`src/rtl/jcse_pkg.sv`:
```
// jcse_pkg: shared types and constants for the jpeg comment segment extractor
// used by jcse_front, jcse_fifo, jcse_back and the top level; no dependencies
package jcse_pkg;

	localparam int unsigned FIFO_DEPTH = 4;
	localparam int unsigned PTR_W      = $clog2(FIFO_DEPTH);
	localparam int unsigned CNT_W      = $clog2(FIFO_DEPTH + 1);

	localparam logic [7:0] BYTE_FF  = 8'hFF;
	localparam logic [7:0] MARK_SOI = 8'hD8;
	localparam logic [7:0] MARK_EOI = 8'hD9;
	localparam logic [7:0] MARK_SOS = 8'hDA;
	localparam logic [7:0] MARK_COM = 8'hFE;
	localparam logic [7:0] BYTE_LF  = 8'h0A;
	localparam logic [15:0] MIN_LEN = 16'd2;

	typedef enum logic [6:0] {
		PH_SOI_FF    = 7'b0000001,
		PH_SOI_D8    = 7'b0000010,
		PH_MARK_FF   = 7'b0000100,
		PH_MARK_CODE = 7'b0001000,
		PH_LEN_HI    = 7'b0010000,
		PH_LEN_LO    = 7'b0100000,
		PH_PAYLOAD   = 7'b1000000
	} phase_t;

	typedef enum logic [2:0] {
		ST_COMMENT = 3'd0,
		ST_DONE    = 3'd1,
		ST_TRUNC   = 3'd2,
		ST_NOTJPEG = 3'd3,
		ST_BADSOI  = 3'd4,
		ST_SHORT   = 3'd5
	} status_t;

	// one queued action: one result, or a comment byte plus its newline
	typedef struct packed {
		logic       two;
		status_t    status;
		logic [7:0] data;
	} act_t;

endpackage

```
`src/rtl/jcse_front.sv`:
```
// jcse_front: per-byte marker segment parser, decides for each byte whether it queues an action
// depends on jcse_pkg
module jcse_front (
	input  logic              clk,
	input  logic              arst_n,
	input  logic              in_valid,
	output logic              in_ready,
	input  logic              sof,
	input  logic              eof,
	input  logic [7:0]        data_byte,
	input  logic              fifo_full,
	output logic              push,
	output jcse_pkg::act_t    act
);

	jcse_pkg::phase_t phase_q, ph, phase_d;
	logic             fin_q, fin, fin_d;
	logic             com_q, com, com_d;
	logic [7:0]       len_hi_q, len_hi_d;
	logic [15:0]      rem_q, rem_d;
	logic [15:0]      len;
	logic             push_c;
	logic             accept;

	assign in_ready = !fifo_full;
	assign accept   = in_valid && in_ready;
	assign push     = accept && push_c;
	assign len      = {len_hi_q, data_byte};

	always_comb begin
		ph       = sof ? jcse_pkg::PH_SOI_FF : phase_q;
		fin      = sof ? 1'b0 : fin_q;
		com      = sof ? 1'b0 : com_q;
		phase_d  = ph;
		fin_d    = fin;
		com_d    = com;
		len_hi_d = len_hi_q;
		rem_d    = sof ? '0 : rem_q;
		push_c   = 1'b0;
		act      = '{two: 1'b0, status: jcse_pkg::ST_COMMENT, data: 8'h00};
		if (!fin) begin
			if (eof) begin
				push_c     = 1'b1;
				act.status = jcse_pkg::ST_TRUNC;
				fin_d      = 1'b1;
			end else begin
				case (ph)
					jcse_pkg::PH_SOI_FF: begin
						if (data_byte != jcse_pkg::BYTE_FF) begin
							push_c     = 1'b1;
							act.status = jcse_pkg::ST_NOTJPEG;
							fin_d      = 1'b1;
						end else begin
							phase_d = jcse_pkg::PH_SOI_D8;
						end
					end
					jcse_pkg::PH_SOI_D8: begin
						if (data_byte != jcse_pkg::MARK_SOI) begin
							push_c     = 1'b1;
							act.status = jcse_pkg::ST_NOTJPEG;
							fin_d      = 1'b1;
						end else begin
							phase_d = jcse_pkg::PH_MARK_FF;
						end
					end
					jcse_pkg::PH_MARK_FF: begin
						if (data_byte != jcse_pkg::BYTE_FF) begin
							push_c     = 1'b1;
							act.status = jcse_pkg::ST_NOTJPEG;
							fin_d      = 1'b1;
						end else begin
							phase_d = jcse_pkg::PH_MARK_CODE;
						end
					end
					jcse_pkg::PH_MARK_CODE: begin
						if (data_byte == jcse_pkg::BYTE_FF) begin
							phase_d = jcse_pkg::PH_MARK_CODE;
						end else if (data_byte == jcse_pkg::MARK_SOI) begin
							push_c     = 1'b1;
							act.status = jcse_pkg::ST_BADSOI;
							fin_d      = 1'b1;
						end else if (data_byte == jcse_pkg::MARK_EOI ||
								data_byte == jcse_pkg::MARK_SOS) begin
							push_c     = 1'b1;
							act.status = jcse_pkg::ST_DONE;
							fin_d      = 1'b1;
						end else begin
							com_d   = (data_byte == jcse_pkg::MARK_COM);
							phase_d = jcse_pkg::PH_LEN_HI;
						end
					end
					jcse_pkg::PH_LEN_HI: begin
						len_hi_d = data_byte;
						phase_d  = jcse_pkg::PH_LEN_LO;
					end
					jcse_pkg::PH_LEN_LO: begin
						if (len < jcse_pkg::MIN_LEN) begin
							push_c     = 1'b1;
							act.status = jcse_pkg::ST_SHORT;
							fin_d      = 1'b1;
						end else begin
							rem_d = len - jcse_pkg::MIN_LEN;
							if (len == jcse_pkg::MIN_LEN) begin
								// empty comment: newline only
								push_c   = com;
								act.data = jcse_pkg::BYTE_LF;
								phase_d  = jcse_pkg::PH_MARK_FF;
							end else begin
								phase_d = jcse_pkg::PH_PAYLOAD;
							end
						end
					end
					jcse_pkg::PH_PAYLOAD: begin
						rem_d    = rem_q - 16'd1;
						push_c   = com;
						act.data = data_byte;
						if (rem_q == 16'd1) begin
							act.two = 1'b1;
							phase_d = jcse_pkg::PH_MARK_FF;
						end
					end
					default: begin
						push_c     = 1'b1;
						act.status = jcse_pkg::ST_NOTJPEG;
						fin_d      = 1'b1;
					end
				endcase
			end
		end
	end

	always_ff @(posedge clk or negedge arst_n) begin
		if (!arst_n) begin
			phase_q <= jcse_pkg::PH_SOI_FF;
			fin_q   <= 1'b1;
			com_q   <= 1'b0;
			rem_q   <= '0;
		end else if (accept) begin
			phase_q <= phase_d;
			fin_q   <= fin_d;
			com_q   <= com_d;
			rem_q   <= rem_d;
		end
	end

	always_ff @(posedge clk) begin
		if (accept) begin
			len_hi_q <= len_hi_d;
		end
	end

endmodule

```
`src/rtl/jcse_fifo.sv`:
```
// jcse_fifo: short action queue between the parser and the output stage
// depends on jcse_pkg
module jcse_fifo (
	input  logic              clk,
	input  logic              arst_n,
	input  logic              push,
	input  jcse_pkg::act_t    push_act,
	output logic              full,
	input  logic              pop,
	output logic              not_empty,
	output jcse_pkg::act_t    head
);

	jcse_pkg::act_t                  mem [jcse_pkg::FIFO_DEPTH];
	logic [jcse_pkg::PTR_W-1:0]      wr_ptr_q, rd_ptr_q;
	logic [jcse_pkg::CNT_W-1:0]      count_q;

	assign full      = (count_q == jcse_pkg::CNT_W'(jcse_pkg::FIFO_DEPTH));
	assign not_empty = (count_q != '0);
	assign head      = mem[rd_ptr_q];

	always_ff @(posedge clk) begin
		if (push) begin
			mem[wr_ptr_q] <= push_act;
		end
	end

	always_ff @(posedge clk or negedge arst_n) begin
		if (!arst_n) begin
			wr_ptr_q <= '0;
			rd_ptr_q <= '0;
			count_q  <= '0;
		end else begin
			if (push) begin
				wr_ptr_q <= wr_ptr_q + 1'b1;
			end
			if (pop) begin
				rd_ptr_q <= rd_ptr_q + 1'b1;
			end
			if (push && !pop) begin
				count_q <= count_q + 1'b1;
			end else if (pop && !push) begin
				count_q <= count_q - 1'b1;
			end
		end
	end

endmodule

```
`src/rtl/jcse_back.sv`:
```
// jcse_back: output register that expands queued actions into result words
// depends on jcse_pkg
module jcse_back (
	input  logic              clk,
	input  logic              arst_n,
	input  logic              act_valid,
	input  jcse_pkg::act_t    act,
	output logic              pop,
	output logic              out_valid,
	input  logic              out_ready,
	output logic [7:0]        out_data,
	output logic [2:0]        out_status,
	output logic              out_last
);

	logic              valid_q;
	logic              nl_q;
	logic [7:0]        data_q;
	jcse_pkg::status_t status_q;
	logic              last_q;
	logic              load_ok;

	assign load_ok    = !valid_q || out_ready;
	assign pop        = load_ok && !nl_q && act_valid;
	assign out_valid  = valid_q;
	assign out_data   = data_q;
	assign out_status = status_q;
	assign out_last   = last_q;

	always_ff @(posedge clk or negedge arst_n) begin
		if (!arst_n) begin
			valid_q <= 1'b0;
			nl_q    <= 1'b0;
		end else if (load_ok) begin
			if (nl_q) begin
				valid_q <= 1'b1;
				nl_q    <= 1'b0;
			end else begin
				valid_q <= act_valid;
				nl_q    <= act_valid && act.two;
			end
		end
	end

	always_ff @(posedge clk) begin
		if (load_ok) begin
			if (nl_q) begin
				data_q   <= jcse_pkg::BYTE_LF;
				status_q <= jcse_pkg::ST_COMMENT;
				last_q   <= 1'b1;
			end else if (act_valid) begin
				data_q   <= act.data;
				status_q <= act.status;
				last_q   <= !act.two;
			end
		end
	end

	// pending newline always sits behind a comment byte that is not last
	assert property (@(posedge clk) disable iff (!arst_n)
		nl_q |-> (valid_q && !last_q && status_q == jcse_pkg::ST_COMMENT))
		else $error("pending newline without comment byte in output register");

	assert property (@(posedge clk) disable iff (!arst_n)
		pop |-> !nl_q)
		else $error("queue popped while newline pending");

	// terminal results carry a zero byte and close the item
	assert property (@(posedge clk) disable iff (!arst_n)
		(valid_q && status_q != jcse_pkg::ST_COMMENT) |-> (data_q == 8'h00 && last_q))
		else $error("terminal result with nonzero byte or not last");

	assert property (@(posedge clk) disable iff (!arst_n)
		(valid_q && !out_ready) |=> ($stable(data_q) && $stable(last_q)))
		else $error("output word changed while stalled");

endmodule

```
`src/rtl/jpeg_comment_segment_extractor.sv`:
```
// jpeg_comment_segment_extractor: top level, comment bytes out, one byte in per cycle
// while the action queue is not full; m_tvalid is driven by the output register
// throughput: one byte per cycle unless the queue is full; a comment's last byte
// gives a byte word and a newline word, absorbed by a four-entry action queue
// reset: parser idle until start_of_file, queue and output register empty
module jpeg_comment_segment_extractor (
	input  logic        clk,
	input  logic        arst_n,
	input  logic        s_tvalid,
	output logic        s_tready,
	input  logic [7:0]  s_tdata,  // [7:0] data_byte
	input  logic [1:0]  s_tuser,  // [0] start_of_file, [1] end_of_file
	output logic        m_tvalid,
	input  logic        m_tready,
	output logic [7:0]  m_tdata,  // [7:0] comment_byte
	output logic [2:0]  m_tuser,  // [2:0] status
	output logic        m_tlast
);

	logic           push, full, pop, not_empty;
	jcse_pkg::act_t push_act, head;

	jcse_front u_front (
		.clk       (clk),
		.arst_n    (arst_n),
		.in_valid  (s_tvalid),
		.in_ready  (s_tready),
		.sof       (s_tuser[0]),
		.eof       (s_tuser[1]),
		.data_byte (s_tdata),
		.fifo_full (full),
		.push      (push),
		.act       (push_act)
	);

	jcse_fifo u_fifo (
		.clk       (clk),
		.arst_n    (arst_n),
		.push      (push),
		.push_act  (push_act),
		.full      (full),
		.pop       (pop),
		.not_empty (not_empty),
		.head      (head)
	);

	jcse_back u_back (
		.clk        (clk),
		.arst_n     (arst_n),
		.act_valid  (not_empty),
		.act        (head),
		.pop        (pop),
		.out_valid  (m_tvalid),
		.out_ready  (m_tready),
		.out_data   (m_tdata),
		.out_status (m_tuser),
		.out_last   (m_tlast)
	);

endmodule

```
`config.mk`:
```
export PLATFORM = sky130hd
export DESIGN_NAME = jpeg_comment_segment_extractor
export DESIGN_NICKNAME = d
export VERILOG_FILES = /design/src/rtl/jcse_pkg.sv /design/src/rtl/jcse_front.sv /design/src/rtl/jcse_fifo.sv /design/src/rtl/jcse_back.sv /design/src/rtl/jpeg_comment_segment_extractor.sv
export SDC_FILE = /design/constraint.sdc
export NUM_CORES = 1
export LEC_CHECK = 0
export BUFFER_PORTS_ARGS = -buffer_cell sky130_fd_sc_hd__buf_4
export CAP_MARGIN = 30
export CORE_UTILIZATION = 30
export CTS_CLUSTER_DIAMETER = 80
export DETAILED_ROUTE_END_ITERATION = 10
export SETUP_SLACK_MARGIN = 0.4
export SYNTH_ARGS = -nofsm -noshare
export SYNTH_HDL_FRONTEND = slang
export SYNTH_SLANG_ARGS = --single-unit
```
`constraint.sdc`:
```
create_clock -name clk -period 8.7 [get_ports clk]
set_input_delay 1.74 -clock clk [delete_from_list [all_inputs] [get_ports clk]]
set_output_delay 1.74 -clock clk [all_outputs]
set_load 0.03 [all_outputs]
```
Word-level counts from Yosys, hierarchy flattened
Memories as Yosys holds them, arrays and structs flattened.
Index checks and enable logic that the tools add are counted.
- bits in registers: 54
- bits in writable memories: 48
- input port bits: 14
- output and inout port bits: 14
- memories: 1
- memory list (memory ; depth ; bits a word ; rd ports ; clocked after memory_dff ; wr ports ; line ; RTL):
    u_fifo.mem ; 4 ; 12 ; 1 ; 0 ; 1 ; jcse_fifo.sv:14 ; jcse_pkg::act_t mem [jcse_pkg::FIFO_DEPTH];
- add/subtract/negate cells: 6
- $lt $le $gt $ge: 1
- equality and inequality tests: 17
- mux-type cells: 65
- bitwise gates (word level): 2
- reductions and logical operators: 22
- operators by type and width (cell ; number):
    2-to-1 mux 7 bit ; 12
    2-to-1 mux 16 bit ; 4
    case mux 7 bit (7 select lines) ; 1
    == test 8 bit (second input constant) ; 5
    case mux 16 bit (2 select lines) ; 1
    2-to-1 mux 1 bit ; 29
    2-to-1 mux 8 bit ; 3
    2-to-1 mux 3 bit ; 7
    == test 16 x 1 -> 1 bit (second input constant) ; 1
    == test 16 x 2 -> 1 bit (second input constant) ; 1
    less-than comparator 16 x 2 -> 1 bit (second input constant) ; 1
    inequality test 8 bit (second input constant) ; 2
    case mux 8 bit (2 select lines) ; 1
    subtractor 16 x 1 -> 16 bit (second input constant) ; 1
    subtractor 16 x 2 -> 16 bit (second input constant) ; 1
    case mux 3 bit (5 select lines) ; 1
    2-to-1 mux 12 bit ; 1
    == test 7 x 1 -> 1 bit (second input constant) ; 1
    == test 7 x 2 -> 1 bit (second input constant) ; 1
    == test 7 x 3 -> 1 bit (second input constant) ; 1
    == test 7 x 4 -> 1 bit (second input constant) ; 1
    == test 7 x 5 -> 1 bit (second input constant) ; 1
    == test 7 x 6 -> 1 bit (second input constant) ; 1
    == test 7 bit (second input constant) ; 1
    17 further kinds ; 34

Depth between registers and ports, before layout
Gate-level depths: netlist of the first run.
- depth after elaboration: 13
- gate-level depth with buffers: 13
- depth with buffers taken out: 11

Hierarchy
A second synthesis of the first run with hierarchy kept.
- cell total of the unflattened synthesis: 467
- area, all modules: 5375.2 sq um
- modules (own cells, without submodules) (module ; times used ; cells each ; area an instance (sq um) ; sequential area each (sq um)):
    jcse_front ; 1 ; 335 ; 2655.0 ; 868.3
    jcse_fifo ; 1 ; 97 ; 2154.6 ; 1616.6
    jcse_back ; 1 ; 35 ; 565.5 ; 410.4

Worst setup path before layout of the first run
No wires, ideal clock.
- kind: input to register
- start: input port s_tdata[3]
- end: register u_fifo.count_q[2] in the netlist's numbering
- arrival: 4.580 ns
- required time: 8.621 ns
- slack: 4.040 ns
- cell stages on the path: 13
- cell sequence: buf_2 -> or4_1 -> clkbuf_2 -> or3_4 -> nor4_2 -> o22ai_2 -> a41oi_4 -> ha_1 -> inv_1 -> fa_1 -> xor2_1 -> nor2_1 -> xor2_1
- cells in the longest elaborated chain, start to end: 12
- elaborated cells on any way between the ends: 25
- RTL lines (what ; line ; RTL):
    start, declared ; jpeg_comment_segment_extractor.sv:11 ; input logic [7:0] s_tdata,
    branches (longest 5 deep; another with less-than comparator 16 x 2 -> 1 bit) ; n/a ;
    case mux 1 bit (6 select lines) (*) ; jcse_front.sv:47 ; case (ph)
    2-to-1 mux 1 bit (*) ; jcse_front.sv:42 ; if (eof) begin
    2-to-1 mux 1 bit (*) ; jcse_front.sv:41 ; if (!fin) begin
    logical AND 1 bit (*) ; jcse_front.sv:27 ; assign push = accept && push_c;
    net push ; jpeg_comment_segment_extractor.sv:20 ; logic push, full, pop, not_empty;
    logical NOT 1 bit ; jcse_fifo.sv:42 ; end else if (pop && !push) begin
    logical AND 1 bit ; jcse_fifo.sv:42 ;
    nonzero test 2 bit (no line) ; n/a ;
    end signal, assigned ; jcse_fifo.sv:41 ; count_q <= count_q + 1'b1;
    end signal, assigned ; jcse_fifo.sv:43 ; count_q <= count_q - 1'b1;
    end, declared ; jcse_fifo.sv:16 ; logic [jcse_pkg::CNT_W-1:0] count_q;
Mark *: on every way through the listed nets, which the timed path passes.
A chain may end at the register's enable or synchronous reset.

Final worst setup path of the first run
- start: input port s_tuser[0]
- end: register u_fifo.count_q[2] in the netlist's numbering
- cells in the longest elaborated chain, start to end: 10
- elaborated cells on any way between the ends: 22
- RTL lines (what ; line ; RTL):
    start, declared ; jpeg_comment_segment_extractor.sv:12 ; input logic [1:0] s_tuser,
    2-to-1 mux 7 bit or 2-to-1 mux 1 bit (tied branches) ; jcse_front.sv:31, jcse_front.sv:33 ;
    == test 7 x 1 -> 1 bit (tied with other cells) ; jcse_front.sv:47 ;
    OR reduction 2 bit (no line) or 2-to-1 mux 1 bit (tied branches) ; n/a ;
    case mux 1 bit (6 select lines) ; jcse_front.sv:47 ;
    2-to-1 mux 1 bit ; jcse_front.sv:42 ;
    2-to-1 mux 1 bit (*) ; jcse_front.sv:41 ;
    logical AND 1 bit (*) ; jcse_front.sv:27 ;
    net push ; jpeg_comment_segment_extractor.sv:20 ;
    logical NOT 1 bit ; jcse_fifo.sv:42 ;
    logical AND 1 bit ; jcse_fifo.sv:42 ;
    nonzero test 2 bit (no line) ; n/a ;
Mark *: on every way through the listed nets, which the timed path passes. The rest lies on a longest branch.

==> results.md, run 1 <==
- Status: finished clean
- Clk sink count: 102
- Biggest area consumer among synthesized cells: edfxtp_1
- Avg Cell Area, Syn: 11.62 um2
- # fillers: 1731
- Grt ovf: 0
- Seq. cell area: 2895 um2
- Post-CTS sizing: 0
- Layout cells sized above 1: 0.1743
- All-Layer GR Usage: 0.1458
- Initial Util: 0.3096
- Layout Nets: 500
- H-tree Lvls: 3
- Top_reg_cell synth: edfxtp_1
- Critical-path maximum fanout: 17
- EDFF count, synth: 68
- Final min period: 4.759 ns
- Synth cell count leaders: 68 x edfxtp_1, 34 x nor2_1, 32 x dfrtp_1, 28 x nand2_1, 24 x o21ai_0
- Final Util: 0.3476
- Worst Skew: 0.009187 ns
- Via count: 3837
- Max clock buf depth: 2
- Sequential area share after synthesis: 0.5369
- CTS tree: done
- Tightest Hold Check Type: flop to flop
- Setup TNS Final: 0 ns
- Post-Syn Area: 5393 um2
- Slew Limit Fails: 0
- Crit path kind: primary input to flop
- Met1 GRT Util: 0.1877
- Count leader, synth: edfxtp_1
- Post-DP HPWL: 9020 um
- Antenna violations before repair: 0
- Pwr/cell area: 234.2 nW/um2
- VDD IR max: 0.1405 mV
- Routability cong.: 0.9358
- DRC violations left: 0
- Final setup vio count: 0
- Synth area leaders: edfxtp_1 38%, dfrtp_1 15%, mux4_2 5.0%
- Part of the cycle the worst path needs: 0.5470
- CP required: 8.98 ns
- Syn. warnings: 0
- Number of synthesized register bits: 102
- Worst Setup Slack, final: 3.941 ns
- Multi-input combinational cell area: 2318 um2
- DRT iter0 DRCs: 467
- Leakage power: 0.002196 uW
- Antenna cells: 0
- Largest net degree at the start of global routing: 35
- DRT Pass-1 Iters: 5
- Net Count, Synth: 487
- Max Fclk: 0.2101 GHz
- Routed WL: 12600 um
- Root buf cell: clkbuf_16
- Number of global-route vias before repair: 3811
- Vias/cell: 5.427
- Row cnt: 48
- Die ar.: 18520 um2
- Global Route met2 Usage: 0.2363
- Syn Inst Count: 464
- Die X: 136.1 um
- Measured slew at the worst slew-check pin: 0.9160 ns
- Remaining antenna violation count after routing: 0
- I/O pins: 28
- Reg clk slew, reported paths: 0.07 ns
- GR Util met3: 0.03803
- Input/output buffers: 27
- Power, Total: 1418 uW
- WP data arrival: 5.04 ns
- Area delta synth->final: 12.25%
- Clk Latency, worst-skew pair: 0.35 ns
- CP endpoint kind: flop
- Asr flop ratio synth: 0.3333
- Wire length per cell: 17.81 um
- Global-route wire length before repair: 20530 um
- Tightest slew margin relative to the limit: 0.3871
- Core Footprint: 17420 um2
- Final hold vios: 0
- Post-CTS setup buffers: 0
- Die Y: 136.1 um
- Share of the synthesized area in the top cell type: 0.3787
- Num CTS Buffers: 9
- Most used routing layer: met2
- Netlist cell types: 73
- Worst Setup Start Kind: primary input
- RSZ-0062 raised after global routing: no
- Dpl ws: 3.604 ns
- Hold Buf Count CTS: 0
- Max cap viols: 0
[layout by cell type, fill, tap and decap left out, types with 7 or more instances in the layout]
master,count
buf_4,27
ha_1,8
o21ai_0,24
inv_1,17
nor3_1,17
xor2_1,10
edfxtp_1,68
xnor2_1,17
dfrtp_1,32
nand3_1,10
or4_1,7
nand2_1,28
nor2_1,34
clkbuf_16,9
nor2b_1,13
a21oi_1,14
nor4_1,15
and3_1,8
o22ai_1,10
mux4_2,12
[power by group]
part	switching, uW	internal, uW	total, uW
logic	184	166	350
registers	69.6	606	676
clock network	191	201	392
total	445	973	1420
[per-layer routing]
metal | vias up | wire (um)
met3 | 22 | 814
met5 | - | 0
met1 | 1865 | 5642
met4 | 0 | 214
met2 | 170 | 5923
li1 | 1780 | -
[layout make-up]
class,count,share of cell area
inverters,17,0.01054
flip-flops and latches,102,0.4783
clock buffers,9,0.03721
clock inverters,7,0.01095
multi-input cells,320,0.3830
well taps,225,0.04651
repair buffers,27,0.03348
[worst max-delay path, cell delays in order]
cell      delay (ns)
buf_4           0.18
nor4_1          0.69
nand3b_1        0.41
nor4_2          0.42
o22ai_2         0.15
a41oi_4         0.31
ha_1            0.24
inv_1           0.07
fa_1            0.43
xor2_1          0.15
nor2_1          0.12
xor2_1          0.14
[worst paths after layout]
check,startpoint,end,slack [ns],cells past startpoint
worst max-delay path,s_tuser[0],u_fifo.count_q[2]$_DFFE_PN0P_,3.94,12
worst min-delay path,u_front.rem_q[14]$_DFFE_PN0P_,u_front.rem_q[14]$_DFFE_PN0P_,0.51,2
worst max register to register,u_front.phase_q[2]$_DFFE_PN0P_,u_fifo.count_q[2]$_DFFE_PN0P_,5.02,11
worst min register to register,u_front.rem_q[14]$_DFFE_PN0P_,u_front.rem_q[14]$_DFFE_PN0P_,0.51,2
max in group asynchronous,arst_n,u_front.fin_q$_DFFE_PN1P_,6.99,1
min in group asynchronous,arst_n,u_front.phase_q[3]$_DFFE_PN0P_,1.35,1
[flip-flops by register name (all words and copies together) (netlist names)]
register and cells:
u_front.len_hi_q 8, u_fifo.rd_ptr_q 2, u_back.out_last 1, u_fifo.count_q 3
u_fifo.wr_ptr_q 2, u_front.phase_q 7, u_front.rem_q 16, u_fifo.mem 48
u_back.out_valid 1, u_front.fin_q 1, u_back.out_status 3, u_back.nl_q 1
u_front.com_q 1, u_back.out_data 8
[logic make-up (layout without fill, tap and decap cells)]
logic type,after synthesis,after routing,share of synthesized area
AO/OA/AOI/OAI,96,96,0.1251
XOR/XNOR,27,27,0.04385
adder cells (fa/ha/maj),9,9,0.02227
buffers and inverters,42,60,0.03318
flip-flops,102,102,0.5369
multiplexers,14,14,0.05499
AND/OR/NAND/NOR,174,174,0.1838
[stage by stage]
stage               cells  area, um2  hold slack (ns)
floorplan             464       5393           0.4619
global route          707       6053           0.5481
global placement      691       5762           0.4939
CTS                   707       6053           0.5093
finish                707       6053           0.5116
detailed placement    691       5762           0.4932
Note: power is estimated with default switching activity, not from simulation.
==> run 2: changes to the inputs <==
--- a/config.mk
+++ b/config.mk
@@ -5,6 +5,7 @@
 export SDC_FILE = /design/constraint.sdc
 export NUM_CORES = 1
 export LEC_CHECK = 0
+export ABC_AREA = 1
 export BUFFER_PORTS_ARGS = -buffer_cell sky130_fd_sc_hd__buf_4
 export CAP_MARGIN = 30
 export CORE_UTILIZATION = 30
==> constraint.sdc (replaced) <==
create_clock -name clk -period 4.1 [get_ports clk]
set_input_delay 0.82 -clock clk [delete_from_list [all_inputs] [get_ports clk]]
set_output_delay 0.82 -clock clk [all_outputs]
set_load 0.03 [all_outputs]
==> run 2 against run 1 <==
  * Clock skew increased by 0.0023 ns
  * Sequential power increased by 140%
  * First-iteration DRC count decreased by 7.7%
  * Sequential share of layout area decreased by 4.5 points
  * Synthesized cell count increased by 58%
  * Highest routed layer unchanged
  * Worst setup slack got worse by 3.1 ns
  * Die area increased by 8.9%
  * Total power increased to 2.8 times the previous value
  * Hold slack got worse by 0.091 ns
  * Largest cell class unchanged
==> results.md, run 2 <==
- Final Instance Area: 6683 um2
- Worst Skew: 0.01153 ns
- Area delta synth->final: 13.61%
- Global-route wire length before repair: 24580 um
- WP buf/inv: 4
- Switching Fraction: 0.4030
- Top Family by Delay on Critical Path: simple AND/OR/NAND/NOR gates
- Worst Setup Slack, final: 0.8871 ns
- Crit path kind: primary input to flop
- Most used cell, CP: nand2_1
- Tightest slew margin relative to the limit: 0.3327
- Post-Syn Area: 5882 um2
- Avg Cell Area, Syn: 8.013 um2
- Max Fclk: 0.3112 GHz
- Die ar.: 20170 um2
- Via count: 4909
- Most frequent cells in the layout: 152 x nor2_1, 135 x nand2_1, 82 x inv_1
- Hold Buf Count CTS: 0
- Critical path's slowest cell: fa_1
- Number of global-route vias before repair: 4670
- Post-DP HPWL: 10310 um
- Sequential Power Share: 0.407
- H-tree Lvls: 3
- Post-CTS sizing: 0
- DRT iter0 DRCs: 431
- Count leader, synth: nor2_1
- Remaining antenna violation count after routing: 0
- Pwr/cell area: 604.2 nW/um2
- Internal: 2410 uW
- Layout cells sized above 1: 0.1113
- Routed WL: 14880 um
- Critical-path maximum fanout: 23
- Post-place instance area: 6364 um2
- Net Count, Synth: 757
- Asr flop ratio synth: 0.3333
- CP required: 4.34 ns
- Num CTS Buffers: 9
- Input/output buffers: 27
- I/O pins: 28
- Wire length per cell: 14.53 um
- Initial Util: 0.3103
- CP endpoint kind: flop
- Dpl ws: 0.5092 ns
- WP data arrival: 3.45 ns
- Largest regs: u_fifo.mem (48), u_front.rem_q (16)
- Post-CTS setup buffers: 0
- Core Footprint: 18960 um2
- Placed Cells: 1008
- Power, Total: 4038 uW
- Critical Path Max Stage Delay: 0.43 ns
- Row cnt: 50
- Setup TNS Final: 0 ns
- Number of synthesized register bits: 102
- Grt ovf: 0
- Max clock buf depth: 2
- Clock share of power: 0.225
- Biggest area consumer among synthesized cells: edfxtp_1
- Reg clk slew, reported paths: 0.08 ns
- Synth cell count leaders: 152 x nor2_1, 135 x nand2_1, 82 x inv_1, 68 x edfxtp_1, 53 x o21ai_0
- Slew Limit Fails: 0
- Share of the synthesized area in the top cell type: 0.3472
- DRT Pass-1 Iters: 5
- Antenna cells: 0
- Layout Nets: 782
- Final Instance Count excl. Fillers: 1024
- RSZ-0062 raised after global routing: no
- Final setup vio count: 0
- Netlist cell types: 42
- Leakage power: 0.002820 uW
- Top_reg_cell synth: edfxtp_1
- Clk Latency, worst-skew pair: 0.36 ns
- # fillers: 1937
- Clk sink count: 102
- Root buf cell: clkbuf_16
- Max cap viols: 0
- Final hold vios: 0
- EDFF count, synth: 68
- Part of the cycle the worst path needs: 0.7836
- All-Layer GR Usage: 0.1585
- Die X: 142.0 um
- Largest net degree at the start of global routing: 35
- Routability cong.: 0.8993
- Synth area leaders: edfxtp_1 35%, dfrtp_1 14%, nor2_1 9.7%
- Status: finished clean
- CTS tree: done
- Vias/cell: 4.794
- Tightest Hold Check Type: primary input to asynchronous set/reset pin
- Sequential area share after synthesis: 0.4922
- Syn. warnings: 0
- Max reg flops: 48
- Antenna violations before repair: 0
- Die Y: 142.0 um
- Psw: 1627 uW
- Measured slew at the worst slew-check pin: 0.9999 ns
- Commonest non-fill, non-tap cell in the layout: nor2_1
- Syn Inst Count: 734
- Largest reg by FF count: u_fifo.mem
- Combinational Power Share: 0.368
- DRC violations left: 0
- Cells along the critical path: buf_4, inv_2, nand2_1, nand2_2, nor2_1, nand2_2, nand2_1, nand2_1, nand2_1, a21oi_2, nand3_2, nand2_4, inv_1, ha_1, inv_1, fa_1, a21oi_1, o21ai_0, xnor2_1
- Worst Setup Start Kind: primary input
- Final min period: 3.213 ns
- VDD IR max: 0.2166 mV
## run 2: logic make-up after synthesis
family                     after synthesis  synth area share
AOI/OAI and AO/OA                      136            0.1298
xor gates and xnor gates                10           0.01489
adders and majority gates                9           0.02042
buffers and inverters                  109           0.07424
DFF                                    102            0.4922
muxes                                    1          0.001914
and+or+nand+nor                        367            0.2665
## run 2: final cells by class
class                   count  area (um2)  share of cell area
repair buffers             35       262.8             0.03932
multi-input cells         523        2550              0.3816
well taps                 260       325.3             0.04868
flip-flops and latches    102        2895              0.4333
clock inverters             7       93.84             0.01404
clock buffers               9       225.2             0.03370
inverters                  88       330.3             0.04943
## run 2: path summary, 6_finish.rpt
path                       slack [ns]                          start                        endpoint  cells past startpoint
setup / recovery                 0.89                     s_tuser[0]   u_fifo.count_q[2]$_DFFE_PN0P_                     19
hold / removal                   0.42                         arst_n  u_front.phase_q[6]$_DFFE_PN0P_                      1
setup reg to reg                 1.18  u_front.len_hi_q[0]$_DFFE_PP_   u_fifo.count_q[2]$_DFFE_PN0P_                     17
hold reg to reg                  0.50  u_fifo.count_q[2]$_DFFE_PN0P_   u_fifo.count_q[2]$_DFFE_PN0P_                      1
max in group asynchronous        3.33                         arst_n  u_fifo.rd_ptr_q[1]$_DFFE_PN0P_                      1
min in group clk                 0.50  u_fifo.count_q[2]$_DFFE_PN0P_   u_fifo.count_q[2]$_DFFE_PN0P_                      1
## run 2: metal layers
metal,vias up,GRT usage,part of all wire
li1,2477,-,-
met1,2271,0.2043,0.46
met2,134,0.2577,0.46
met3,27,0.03600,0.050
met4,0,0.06112,0.027
met5,-,0,0
## run 2: worst register-to-register path, cell delays in order, from the launching register on
cell	delay, ns
edfxtp_1	0.44
nor2_2	0.23
nand2_1	0.10
nor2_1	0.15
inv_1	0.07
nor2_1	0.17
nand2_1	0.10
nor2_1	0.13
o21ai_1	0.10
nand3_2	0.12
nand2_4	0.08
inv_1	0.09
ha_1	0.14
inv_1	0.07
fa_1	0.43
a21oi_1	0.14
o21ai_0	0.10
xnor2_1	0.13
## run 2: power groups by stage
stage	clock (uW)	sequential (uW)	combinational, uW
floorplan	0	1720	993
global placement	0	1670	1480
detailed placement	0	1660	1480
CTS	927	1640	1490
global route	972	1690	1700
finish	910	1640	1490
## run 2: through the flow
step                  util  hold slack (ns)
floorplan                -           0.4650
global placement    0.3357           0.4891
detailed placement  0.3357           0.4899
CTS                 0.3525           0.4397
global route        0.3525           0.4523
finish              0.3525           0.4206
